File: config.mk
export PLATFORM = sky130hd
export DESIGN_NAME = mime_header_block_parser_core_flat
export DESIGN_NICKNAME = d
export VERILOG_FILES = /design/src/rtl/mhbp_pkg.sv /design/src/rtl/mhbp_stream_if.sv /design/src/rtl/mime_header_block_parser_core.sv /design/src/rtl/mhbp_char_class.sv /design/src/rtl/mhbp_parser.sv /design/src/flat_wrapper.sv
export SDC_FILE = /design/constraint.sdc
export NUM_CORES = 1
export LEC_CHECK = 0
export BUFFER_PORTS_ARGS = -buffer_cell sky130_fd_sc_hd__clkbuf_2
export CORE_MARGIN = 10
export CORE_UTILIZATION = 61
export CTS_CLUSTER_DIAMETER = 100
export DETAILED_ROUTE_END_ITERATION = 16
export PLACE_DENSITY = 0.88
export RECOVER_POWER = 25
export SKIP_LAST_GASP = 1
export SLEW_MARGIN = 20
export SYNTH_ARGS = -nofsm -noshare
export SYNTH_HDL_FRONTEND = slang
export SYNTH_SLANG_ARGS = --single-unit
File: constraint.sdc
create_clock -name clk -period 2.6 [get_ports clk]
set_input_delay 0.52 -clock clk [delete_from_list [all_inputs] [get_ports clk]]
set_output_delay 0.52 -clock clk [all_outputs]
set_load 0.05 [all_outputs]
File: src/rtl/mhbp_pkg.sv
`timescale 1ns / 1ps
`default_nettype none
// ----------------------------------------------------------------------------
// Header block parser package
// Payload types, byte classes, role and error codes shared by the parser.
// ----------------------------------------------------------------------------
package mhbp_pkg;

	localparam int unsigned LEN_OUT_W = 12;

	localparam logic [2:0] ROLE_NAME  = 3'd0;
	localparam logic [2:0] ROLE_GAP   = 3'd1;
	localparam logic [2:0] ROLE_VALUE = 3'd2;
	localparam logic [2:0] ROLE_EOL   = 3'd3;
	localparam logic [2:0] ROLE_AFTER = 3'd4;
	localparam logic [2:0] ROLE_NONE  = 3'd5;

	localparam logic [1:0] ERR_NONE     = 2'd0;
	localparam logic [1:0] ERR_CHAR     = 2'd1;
	localparam logic [1:0] ERR_HEADER   = 2'd2;
	localparam logic [1:0] ERR_OVERFLOW = 2'd3;

	localparam logic [7:0] CH_COLON = 8'h3A;
	localparam logic [7:0] CH_CR    = 8'h0D;
	localparam logic [7:0] CH_LF    = 8'h0A;
	localparam logic [7:0] CH_TAB   = 8'h09;
	localparam logic [7:0] CH_SPACE = 8'h20;
	localparam logic [7:0] CH_DEL   = 8'h7F;

	typedef struct packed {
		logic [7:0] in_byte;
		logic       end_of_stream;
	} in_item_t;

	typedef struct packed {
		logic [2:0]           byte_role;
		logic                 header_done;
		logic [LEN_OUT_W-1:0] name_len;
		logic [LEN_OUT_W-1:0] gap_len;
		logic [LEN_OUT_W-1:0] value_len;
		logic                 block_done;
		logic [1:0]           error_code;
	} out_item_t;

	typedef struct packed {
		logic is_colon;
		logic is_cr;
		logic is_lf;
		logic is_blank;
		logic is_token;
		logic is_ctl;
	} char_class_t;

endpackage : mhbp_pkg
`default_nettype wire

File: src/rtl/mhbp_stream_if.sv
`timescale 1ns / 1ps
`default_nettype none
// ----------------------------------------------------------------------------
// Stream channel
// Valid/ready channel carrying one item of a chosen payload type.
// ----------------------------------------------------------------------------
interface mhbp_stream_if #(
	parameter type payload_t = logic [7:0]
) ();
	logic     valid;
	logic     ready;
	payload_t payload;

	modport source (output valid, output payload, input ready);
	modport sink (input valid, input payload, output ready);
endinterface : mhbp_stream_if
`default_nettype wire

File: src/rtl/mime_header_block_parser_core.sv
`timescale 1ns / 1ps
`default_nettype none
// ----------------------------------------------------------------------------
// Header block parser core
// Parses a header block one byte per item, reporting roles, lengths and errors.
// ----------------------------------------------------------------------------
// Usage:
// Each item on in_chan carries one header byte and an end-of-stream flag.
// Each accepted item yields exactly one item on out_chan with the byte role,
// a header_done pulse with the finished header's name, gap and value
// lengths, the block_done level and the sticky error code.
// An item is taken into an input register, judged by the parser while it
// sits there and written to the result register. One item per cycle is
// sustained while out_chan does not stall; the rate is set by the parser
// step, which updates state and counters as each item moves on.
// When out_chan stalls, the result register holds and the input register
// fills; in_chan.ready falls only when both are full.
// Reset clears the pipeline valid bits, the parser state to the name state,
// the counters and the error code. A new header block needs a reset.
// Lengths are counted in LEN_BITS bits and reported in 12 bits.
// ----------------------------------------------------------------------------
module mime_header_block_parser_core
	import mhbp_pkg::*;
#(
	parameter int unsigned LEN_BITS = 12
) (
	input  wire logic     clk,
	input  wire logic     arst_n,
	mhbp_stream_if.sink   in_chan,
	mhbp_stream_if.source out_chan
);

	logic      v_s1, v_s2;
	in_item_t  item_s1;
	out_item_t res_s2;
	out_item_t res;
	logic      en_s1, en_s2, adv;

	assign en_s2 = !v_s2 || out_chan.ready;
	assign adv   = v_s1 && en_s2;
	assign en_s1 = !v_s1 || en_s2;

	assign in_chan.ready    = en_s1;
	assign out_chan.valid   = v_s2;
	assign out_chan.payload = res_s2;

	mhbp_parser #(
		.LEN_BITS (LEN_BITS)
	) u_parser (
		.clk    (clk),
		.arst_n (arst_n),
		.adv    (adv),
		.item   (item_s1),
		.res    (res)
	);

	always_ff @(posedge clk or negedge arst_n) begin
		if (!arst_n) begin
			v_s1 <= 1'b0;
			v_s2 <= 1'b0;
		end else begin
			if (en_s1) begin
				v_s1 <= in_chan.valid;
			end
			if (en_s2) begin
				v_s2 <= v_s1;
			end
		end
	end

	always_ff @(posedge clk) begin
		if (en_s1 && in_chan.valid) begin
			item_s1 <= in_chan.payload;
		end
		if (adv) begin
			res_s2 <= res;
		end
	end

endmodule : mime_header_block_parser_core
`default_nettype wire

File: src/rtl/mhbp_char_class.sv
`timescale 1ns / 1ps
`default_nettype none
// ----------------------------------------------------------------------------
// Byte classifier
// Sorts one header byte into the classes the line parser needs.
// ----------------------------------------------------------------------------
module mhbp_char_class
	import mhbp_pkg::*;
(
	input  wire logic [7:0]  c,
	output char_class_t      cls
);

	logic alnum;
	logic mark;

	always_comb begin
		alnum = (c >= 8'h30 && c <= 8'h39) || (c >= 8'h41 && c <= 8'h5A) ||
			(c >= 8'h61 && c <= 8'h7A);
		unique case (c)
			8'h21, 8'h23, 8'h24, 8'h25, 8'h26, 8'h27, 8'h2A, 8'h2B,
			8'h2D, 8'h2E, 8'h5E, 8'h5F, 8'h60, 8'h7C, 8'h7E: mark = 1'b1;
			default: mark = 1'b0;
		endcase
		cls.is_colon = (c == CH_COLON);
		cls.is_cr    = (c == CH_CR);
		cls.is_lf    = (c == CH_LF);
		cls.is_blank = (c == CH_SPACE) || (c == CH_TAB);
		cls.is_token = alnum || mark;
		cls.is_ctl   = (c < CH_SPACE && c != CH_TAB) || (c == CH_DEL);
	end

endmodule : mhbp_char_class
`default_nettype wire

File: src/rtl/mhbp_parser.sv
`timescale 1ns / 1ps
`default_nettype none
// ----------------------------------------------------------------------------
// Header line parser
// Parser state, length counters and sticky error, with the per-byte step.
// ----------------------------------------------------------------------------
module mhbp_parser
	import mhbp_pkg::*;
#(
	parameter int unsigned LEN_BITS = 12
) (
	input  wire logic     clk,
	input  wire logic     arst_n,
	input  wire logic     adv,
	input  wire in_item_t item,
	output out_item_t     res
);

	typedef enum logic [3:0] {
		ST_NAME     = 4'd0,
		ST_GAP      = 4'd1,
		ST_VALUE    = 4'd2,
		ST_CR       = 4'd3,
		ST_NEWLINE  = 4'd4,
		ST_FOLD     = 4'd5,
		ST_LASTLINE = 4'd6,
		ST_COMPLETE = 4'd7,
		ST_ERROR    = 4'd8
	} state_t;

	state_t              st_q, st_d;
	logic [LEN_BITS-1:0] name_q, gap_q, value_q;
	logic [LEN_BITS-1:0] name_d, gap_d, value_d;
	logic [1:0]          err_q, err_d;
	logic [2:0]          role;
	logic                hdone;
	logic [LEN_BITS-1:0] nl, gl, vl;
	logic [LEN_OUT_W-1:0] nl_o, gl_o, vl_o;
	char_class_t         cls;

	mhbp_char_class u_class (
		.c   (item.in_byte),
		.cls (cls)
	);

	always_comb begin
		st_d    = st_q;
		name_d  = name_q;
		gap_d   = gap_q;
		value_d = value_q;
		err_d   = err_q;
		role    = ROLE_NONE;
		hdone   = 1'b0;
		nl      = '0;
		gl      = '0;
		vl      = '0;
		if (st_q == ST_ERROR) begin
			st_d = ST_ERROR;
		end else if (item.end_of_stream) begin
			st_d = ST_COMPLETE;
		end else begin
			unique case (st_q)
				ST_NAME: begin
					if (cls.is_colon) begin
						if (name_q == '0) begin
							st_d  = ST_ERROR;
							err_d = ERR_HEADER;
						end else if (&gap_q) begin
							st_d  = ST_ERROR;
							err_d = ERR_OVERFLOW;
						end else begin
							gap_d = gap_q + 1'b1;
							st_d  = ST_GAP;
							role  = ROLE_GAP;
						end
					end else if (!cls.is_token) begin
						st_d  = ST_ERROR;
						err_d = ERR_CHAR;
					end else if (&name_q) begin
						st_d  = ST_ERROR;
						err_d = ERR_OVERFLOW;
					end else begin
						name_d = name_q + 1'b1;
						role   = ROLE_NAME;
					end
				end
				ST_GAP, ST_VALUE, ST_FOLD: begin
					if (cls.is_blank && st_q == ST_GAP) begin
						if (&gap_q) begin
							st_d  = ST_ERROR;
							err_d = ERR_OVERFLOW;
						end else begin
							gap_d = gap_q + 1'b1;
							role  = ROLE_GAP;
						end
					end else if (cls.is_blank) begin
						if (&value_q) begin
							st_d  = ST_ERROR;
							err_d = ERR_OVERFLOW;
						end else begin
							value_d = value_q + 1'b1;
							role    = ROLE_VALUE;
						end
					end else if (cls.is_lf) begin
						st_d = ST_NEWLINE;
						role = ROLE_EOL;
					end else if (cls.is_cr) begin
						st_d = ST_CR;
						role = ROLE_EOL;
					end else if (cls.is_ctl) begin
						st_d  = ST_ERROR;
						err_d = ERR_CHAR;
					end else if (&value_q) begin
						st_d  = ST_ERROR;
						err_d = ERR_OVERFLOW;
					end else begin
						value_d = value_q + 1'b1;
						st_d    = ST_VALUE;
						role    = ROLE_VALUE;
					end
				end
				ST_CR: begin
					if (cls.is_lf) begin
						st_d = ST_NEWLINE;
						role = ROLE_EOL;
					end else begin
						st_d  = ST_ERROR;
						err_d = ERR_HEADER;
					end
				end
				ST_LASTLINE: begin
					if (cls.is_lf) begin
						st_d = ST_COMPLETE;
						role = ROLE_EOL;
					end else begin
						st_d  = ST_ERROR;
						err_d = ERR_HEADER;
					end
				end
				ST_NEWLINE: begin
					if (cls.is_blank) begin
						if (&value_q) begin
							st_d  = ST_ERROR;
							err_d = ERR_OVERFLOW;
						end else begin
							value_d = value_q + 1'b1;
							st_d    = ST_FOLD;
							role    = ROLE_VALUE;
						end
					end else begin
						hdone   = 1'b1;
						nl      = name_q;
						gl      = gap_q;
						vl      = value_q;
						name_d  = '0;
						gap_d   = '0;
						value_d = '0;
						if (cls.is_lf) begin
							st_d = ST_COMPLETE;
							role = ROLE_EOL;
						end else if (cls.is_cr) begin
							st_d = ST_LASTLINE;
							role = ROLE_EOL;
						end else if (!cls.is_token) begin
							st_d  = ST_ERROR;
							err_d = ERR_CHAR;
						end else begin
							name_d = {{(LEN_BITS-1){1'b0}}, 1'b1};
							st_d   = ST_NAME;
							role   = ROLE_NAME;
						end
					end
				end
				ST_COMPLETE: begin
					role = ROLE_AFTER;
				end
				default: begin
					st_d = ST_ERROR;
				end
			endcase
		end
	end

	generate
		if (LEN_BITS >= LEN_OUT_W) begin : g_trunc
			assign nl_o = nl[LEN_OUT_W-1:0];
			assign gl_o = gl[LEN_OUT_W-1:0];
			assign vl_o = vl[LEN_OUT_W-1:0];
		end else begin : g_ext
			assign nl_o = {{(LEN_OUT_W-LEN_BITS){1'b0}}, nl};
			assign gl_o = {{(LEN_OUT_W-LEN_BITS){1'b0}}, gl};
			assign vl_o = {{(LEN_OUT_W-LEN_BITS){1'b0}}, vl};
		end
	endgenerate

	always_comb begin
		res.byte_role   = role;
		res.header_done = hdone;
		res.name_len    = nl_o;
		res.gap_len     = gl_o;
		res.value_len   = vl_o;
		res.block_done  = (st_d == ST_COMPLETE);
		res.error_code  = err_d;
	end

	always_ff @(posedge clk or negedge arst_n) begin
		if (!arst_n) begin
			st_q    <= ST_NAME;
			name_q  <= '0;
			gap_q   <= '0;
			value_q <= '0;
			err_q   <= ERR_NONE;
		end else if (adv) begin
			st_q    <= st_d;
			name_q  <= name_d;
			gap_q   <= gap_d;
			value_q <= value_d;
			err_q   <= err_d;
		end
	end

	a_err_sticky: assert property (@(posedge clk) disable iff (!arst_n)
		err_q != ERR_NONE |=> err_q == $past(err_q))
		else $error("error code changed after it was set");

	a_err_state: assert property (@(posedge clk) disable iff (!arst_n)
		(st_q == ST_ERROR) == (err_q != ERR_NONE))
		else $error("error state and error code disagree");

	a_after_role: assert property (@(posedge clk) disable iff (!arst_n)
		adv && st_q == ST_COMPLETE && !item.end_of_stream |-> role == ROLE_AFTER)
		else $error("byte after completion got a wrong role");

	a_done_clears: assert property (@(posedge clk) disable iff (!arst_n)
		adv && hdone && !cls.is_token |=> name_q == '0 && gap_q == '0 && value_q == '0)
		else $error("counters not cleared after a finished header");

endmodule : mhbp_parser
`default_nettype wire
File: src/flat_wrapper.sv
// flat-port wrapper written by rule: the top's interface ports become plain ports
module mime_header_block_parser_core_flat import mhbp_pkg::*;
#(
	parameter int unsigned LEN_BITS = 12
)
  (clk, arst_n, in_chan_valid, in_chan_payload, in_chan_ready, out_chan_valid, out_chan_payload, out_chan_ready);
  mhbp_stream_if in_chan_i ();
  mhbp_stream_if out_chan_i ();
  input  wire logic clk;
  input  wire logic arst_n;
  input wire logic [$bits(in_chan_i.valid)-1:0] in_chan_valid;
  input wire logic [$bits(in_chan_i.payload)-1:0] in_chan_payload;
  output wire logic [$bits(in_chan_i.ready)-1:0] in_chan_ready;
  output wire logic [$bits(out_chan_i.valid)-1:0] out_chan_valid;
  output wire logic [$bits(out_chan_i.payload)-1:0] out_chan_payload;
  input wire logic [$bits(out_chan_i.ready)-1:0] out_chan_ready;
  assign in_chan_i.valid = in_chan_valid;
  assign in_chan_i.payload = in_chan_payload;
  assign in_chan_ready = in_chan_i.ready;
  assign out_chan_valid = out_chan_i.valid;
  assign out_chan_payload = out_chan_i.payload;
  assign out_chan_i.ready = out_chan_ready;
  mime_header_block_parser_core #(.LEN_BITS(LEN_BITS)) u_core (.clk(clk), .arst_n(arst_n), .in_chan(in_chan_i), .out_chan(out_chan_i));
endmodule
==> run summary <==
The run gives 0.630 as the starting density of the core. Worst min-delay path category: primary input to flip-flop. dfrtp_1 takes more of the synthesized area than any other cell. The die is 98.2 um tall.

The total number of clock tree sinks was 60; the initial antenna violation count was 0. After synthesis, the most frequently instantiated cells are dfrtp_1, nor2_1, nand2_1. Number of design-rule violations left by the first detailed-router iteration: 269. The sequential area share after synthesis is 0.424. The total global routing track utilization came out at 0.181. The total setup violations reported at the end of the flow is 0, and the number of endpoints with negative hold slack in the final report is 0.

The worst register-to-register path has a setup slack of 0.14 ns. A synthesized cell averages 8.95 um2. The most used standard cell by instance count after synthesis was dfrtp_1. Setup repair after global routing could not meet its margin everywhere. The finished layout cell area was 4200 um2. The final route contains 3369 vias. Dividing total power by cell area gives a power density of 746 nW/um2.

Buffers inserted to repair hold after CTS numbered 0. Uppermost metal layer occupied by signal nets: met4. Entering global routing, the biggest net connects 45 pins. Pin placement for this block handled 22 I/O pins. Data on the critical path is required at its endpoint by 2.79 ns. For this block, wires on met1 add up to 3.96 mm.

The first global-routing pass estimated 14.6 mm of wire. The clock passes through at most 2 buffers. The clock skew after layout is 0.0102 ns, and the met3 layer wire length in the routed design is 552 um. The run gives 3730 um2 as the mapped cell area. The run gives 3.13 mW as the power consumption. The post-detailed-route wirelength per cell was 16.7 um; the final clock period utilization by the worst path was 0.945. On the final layout, the worst hold slack is 0.347 ns. The maximum vdd drop is 0.567 mV. At the placement stage, the worst setup path has a slack of 0.173 ns.

Counting flops and latches in the post-synthesis netlist gives 60. The number of global-route vias before repair is 3142, and the number of pins with negative max-slew slack in the final report is 0. Aggregate routed wire length: 8.85 mm.

Before antenna repair, the detailed router went through 6 iterations. The tools report the kind of start point of the critical path as a flip-flop. Yosys mapped a number of flops with a built-in enable equal to 16. The count of warnings emitted by yosys is 0, and the total global routing overflow is 0. Across all setup checks in the final design, the least slack found is 0.142 ns.

The area growth from synthesis to layout is 12.5%. The number of different library cells used by synthesis comes to 69. Root buffer cell: clkbuf_8. Summed over all cells, the static leakage comes to 1.69 nW. The run gives 417 as the number of cells produced by synthesis. In this run the worst path has a maximum fanout of 7. For the total number of H-tree levels, the log shows 3. The clock period could shrink to 2.46 ns. For the arrival time reported for the critical path endpoint, the log shows 2.65 ns. The post-route DRC violation count was 0; the weighted congestion reported at the end of routability-driven placement was 0.968.

STA classifies the critical path endpoint as a flip-flop. Clock tree synthesis inserted a total of 9 buffers. After clock tree synthesis, the clock-pin slew on the worst setup and hold paths is 0.07 ns. The fraction of synthesis flops using an asynchronous set or reset pin works out to 0.733. Critical path class: flip-flop to flip-flop. The tool flagged a number of max-cap violations equal to 0. The floorplan has 28 rows.

The die outline area is 9650 um2, and the number of nets in the layout is 466. The detail route stage leaves a number of antenna-violating nets equal to 0. The fraction of final layout cells sized beyond drive strength 1 was 0.196. The number of nets handed over by synthesis was 433. For this run, the top clock speed supported by timing is 0.407 GHz.

The number of antenna diodes in the final layout is 0. In the routed layout, each cell is associated on average with a via count of 6.36. The run finished with clean final reports.

Summed over all nets, wire length on met2 after detailed routing comes to 4.18 mm. The placed instances occupy a cell area of 3960 um2. The flip-flop cell with the highest count after synthesis was dfrtp_1. The run gives 5920 um2 as the standard cell core area. The run gives 0.277 as the headroom to the max-slew limit. For the placed wire-length estimate after detailed placement, the log shows 6.31 mm.

The area share of the largest cell type after synthesis works out to 0.295. The latest clock arrival within the worst-skew pair is 0.35 ns, and the die boundary width is 98.2 um. TritonCTS built the clock tree.

In this run the tool buffered the top-level ports with 21 buffer cells. Ranked by total cell area, the synthesized netlist is headed by dfrtp_1, edfxtp_1, nor2_1. The transition time at the pin with the least slew margin was 1.08 ns.
critical path, stage by stage, from the launching register on:
cell      delay (ns)
edfxtp_1        0.47
or4b_1          0.66
a21oi_1         0.35
a21oi_1         0.12
a211oi_1        0.39
nor3_2          0.11
a31oi_1         0.19
sequential cells by signal, indices dropped and copies added (netlist names):
name,flops
u_core.u_parser.gap_q,12
u_core.u_parser.name_q,12
u_core.u_parser.value_q,12
u_core.item_s1,8
u_core.out_chan.payload,8
u_core.u_parser.st_q,4
u_core.u_parser.err_q,2
u_core.out_chan.valid,1
u_core.v_s1,1
routing by layer:
layer  track usage  vias to the layer above
met5             0                        -
met4        0.0871                        0
met3        0.0366                       25
met2         0.287                      150
met1         0.231                     1608
li1              -                     1586
cell families (layout without fill, tap and decap cells):
group,Yosys count,after routing,synth area share
compound gates,100,100,0.180
buf+inv,32,70,0.0426
simple gates,199,199,0.288
xor+xnor,20,20,0.0469
flops,60,60,0.424
mux,1,1,0.00268
fa+ha+maj,5,5,0.0161
path summary, 6_finish.rpt:
check | start | to | cells past startpoint
worst max register to register | u_core.item_s1[5] | u_core.out_chan.payload[1] | 6
max in group asynchronous | arst_n | u_core.u_parser.name_q[0] | 2
min in group asynchronous | arst_n | u_core.u_parser.gap_q[6] | 2
worst min register to register | u_core.v_s1 | u_core.out_chan.valid | 1
worst max-delay path | u_core.item_s1[5] | u_core.out_chan.payload[1] | 6
worst min-delay path | in_chan_payload[1] | u_core.item_s1[1] | 1
where the power goes:
part / switching [mW] / internal (mW) / total, mW
Combinational: 0.552 / 0.343 / 0.895
Clock: 0.385 / 0.526 / 0.912
Sequential: 0.197 / 1.13 / 1.32
layout make-up:
cell class	instances	area, um2
Inverter	11	41.3
Clock buffer	11	163
Timing Repair Buffer	43	265
Fill cell	465	1720
Clock inverter	5	56.3
Multi-Input combinational cell	325	2000
Sequential cell	60	1580
Tap cell	75	93.8
cells in the final DEF (no fill, tap or decap), types with 3 or more instances in the layout:
cell | Yosys | layout
dfrtp_1 | 44 | 44
nor2_1 | 43 | 43
nand2_1 | 41 | 41
a21oi_1 | 29 | 29
o21ai_0 | 23 | 23
clkbuf_2 | 1 | 23
nand3_1 | 22 | 22
buf_4 | 2 | 20
xnor2_1 | 16 | 16
edfxtp_1 | 16 | 16
nor3_1 | 15 | 14
inv_1 | 11 | 11
clkbuf_8 | 0 | 10
or3_1 | 8 | 8
nand4_1 | 8 | 8
and3_1 | 8 | 8
and2_1 | 8 | 8
a31oi_1 | 8 | 8
nand2b_1 | 6 | 6
nor4_1 | 6 | 6
o211ai_1 | 6 | 6
or2_2 | 6 | 6
nor3_2 | 3 | 4
a211oi_1 | 4 | 4
xor2_1 | 4 | 4
ha_1 | 4 | 4
nand4b_1 | 3 | 3
nor3b_1 | 3 | 3
nor2b_1 | 3 | 3
a31o_2 | 3 | 3
stage by stage:
stage	std cells	utilization	setup TNS, ns
global placement	512	0.669	0
detailed placement	512	0.669	0
CTS	528	0.706	0
floorplan	417	-	0
global route	530	0.709	-0.0243
finish	530	0.709	0
timing repair:
action                                  4_1_cts  5_1_grt
gates resized for setup                       0        1
buffers inserted                              0        2
endpoints found under the setup margin        0        2
No activity file was read; power rests on OpenSTA's default activity.
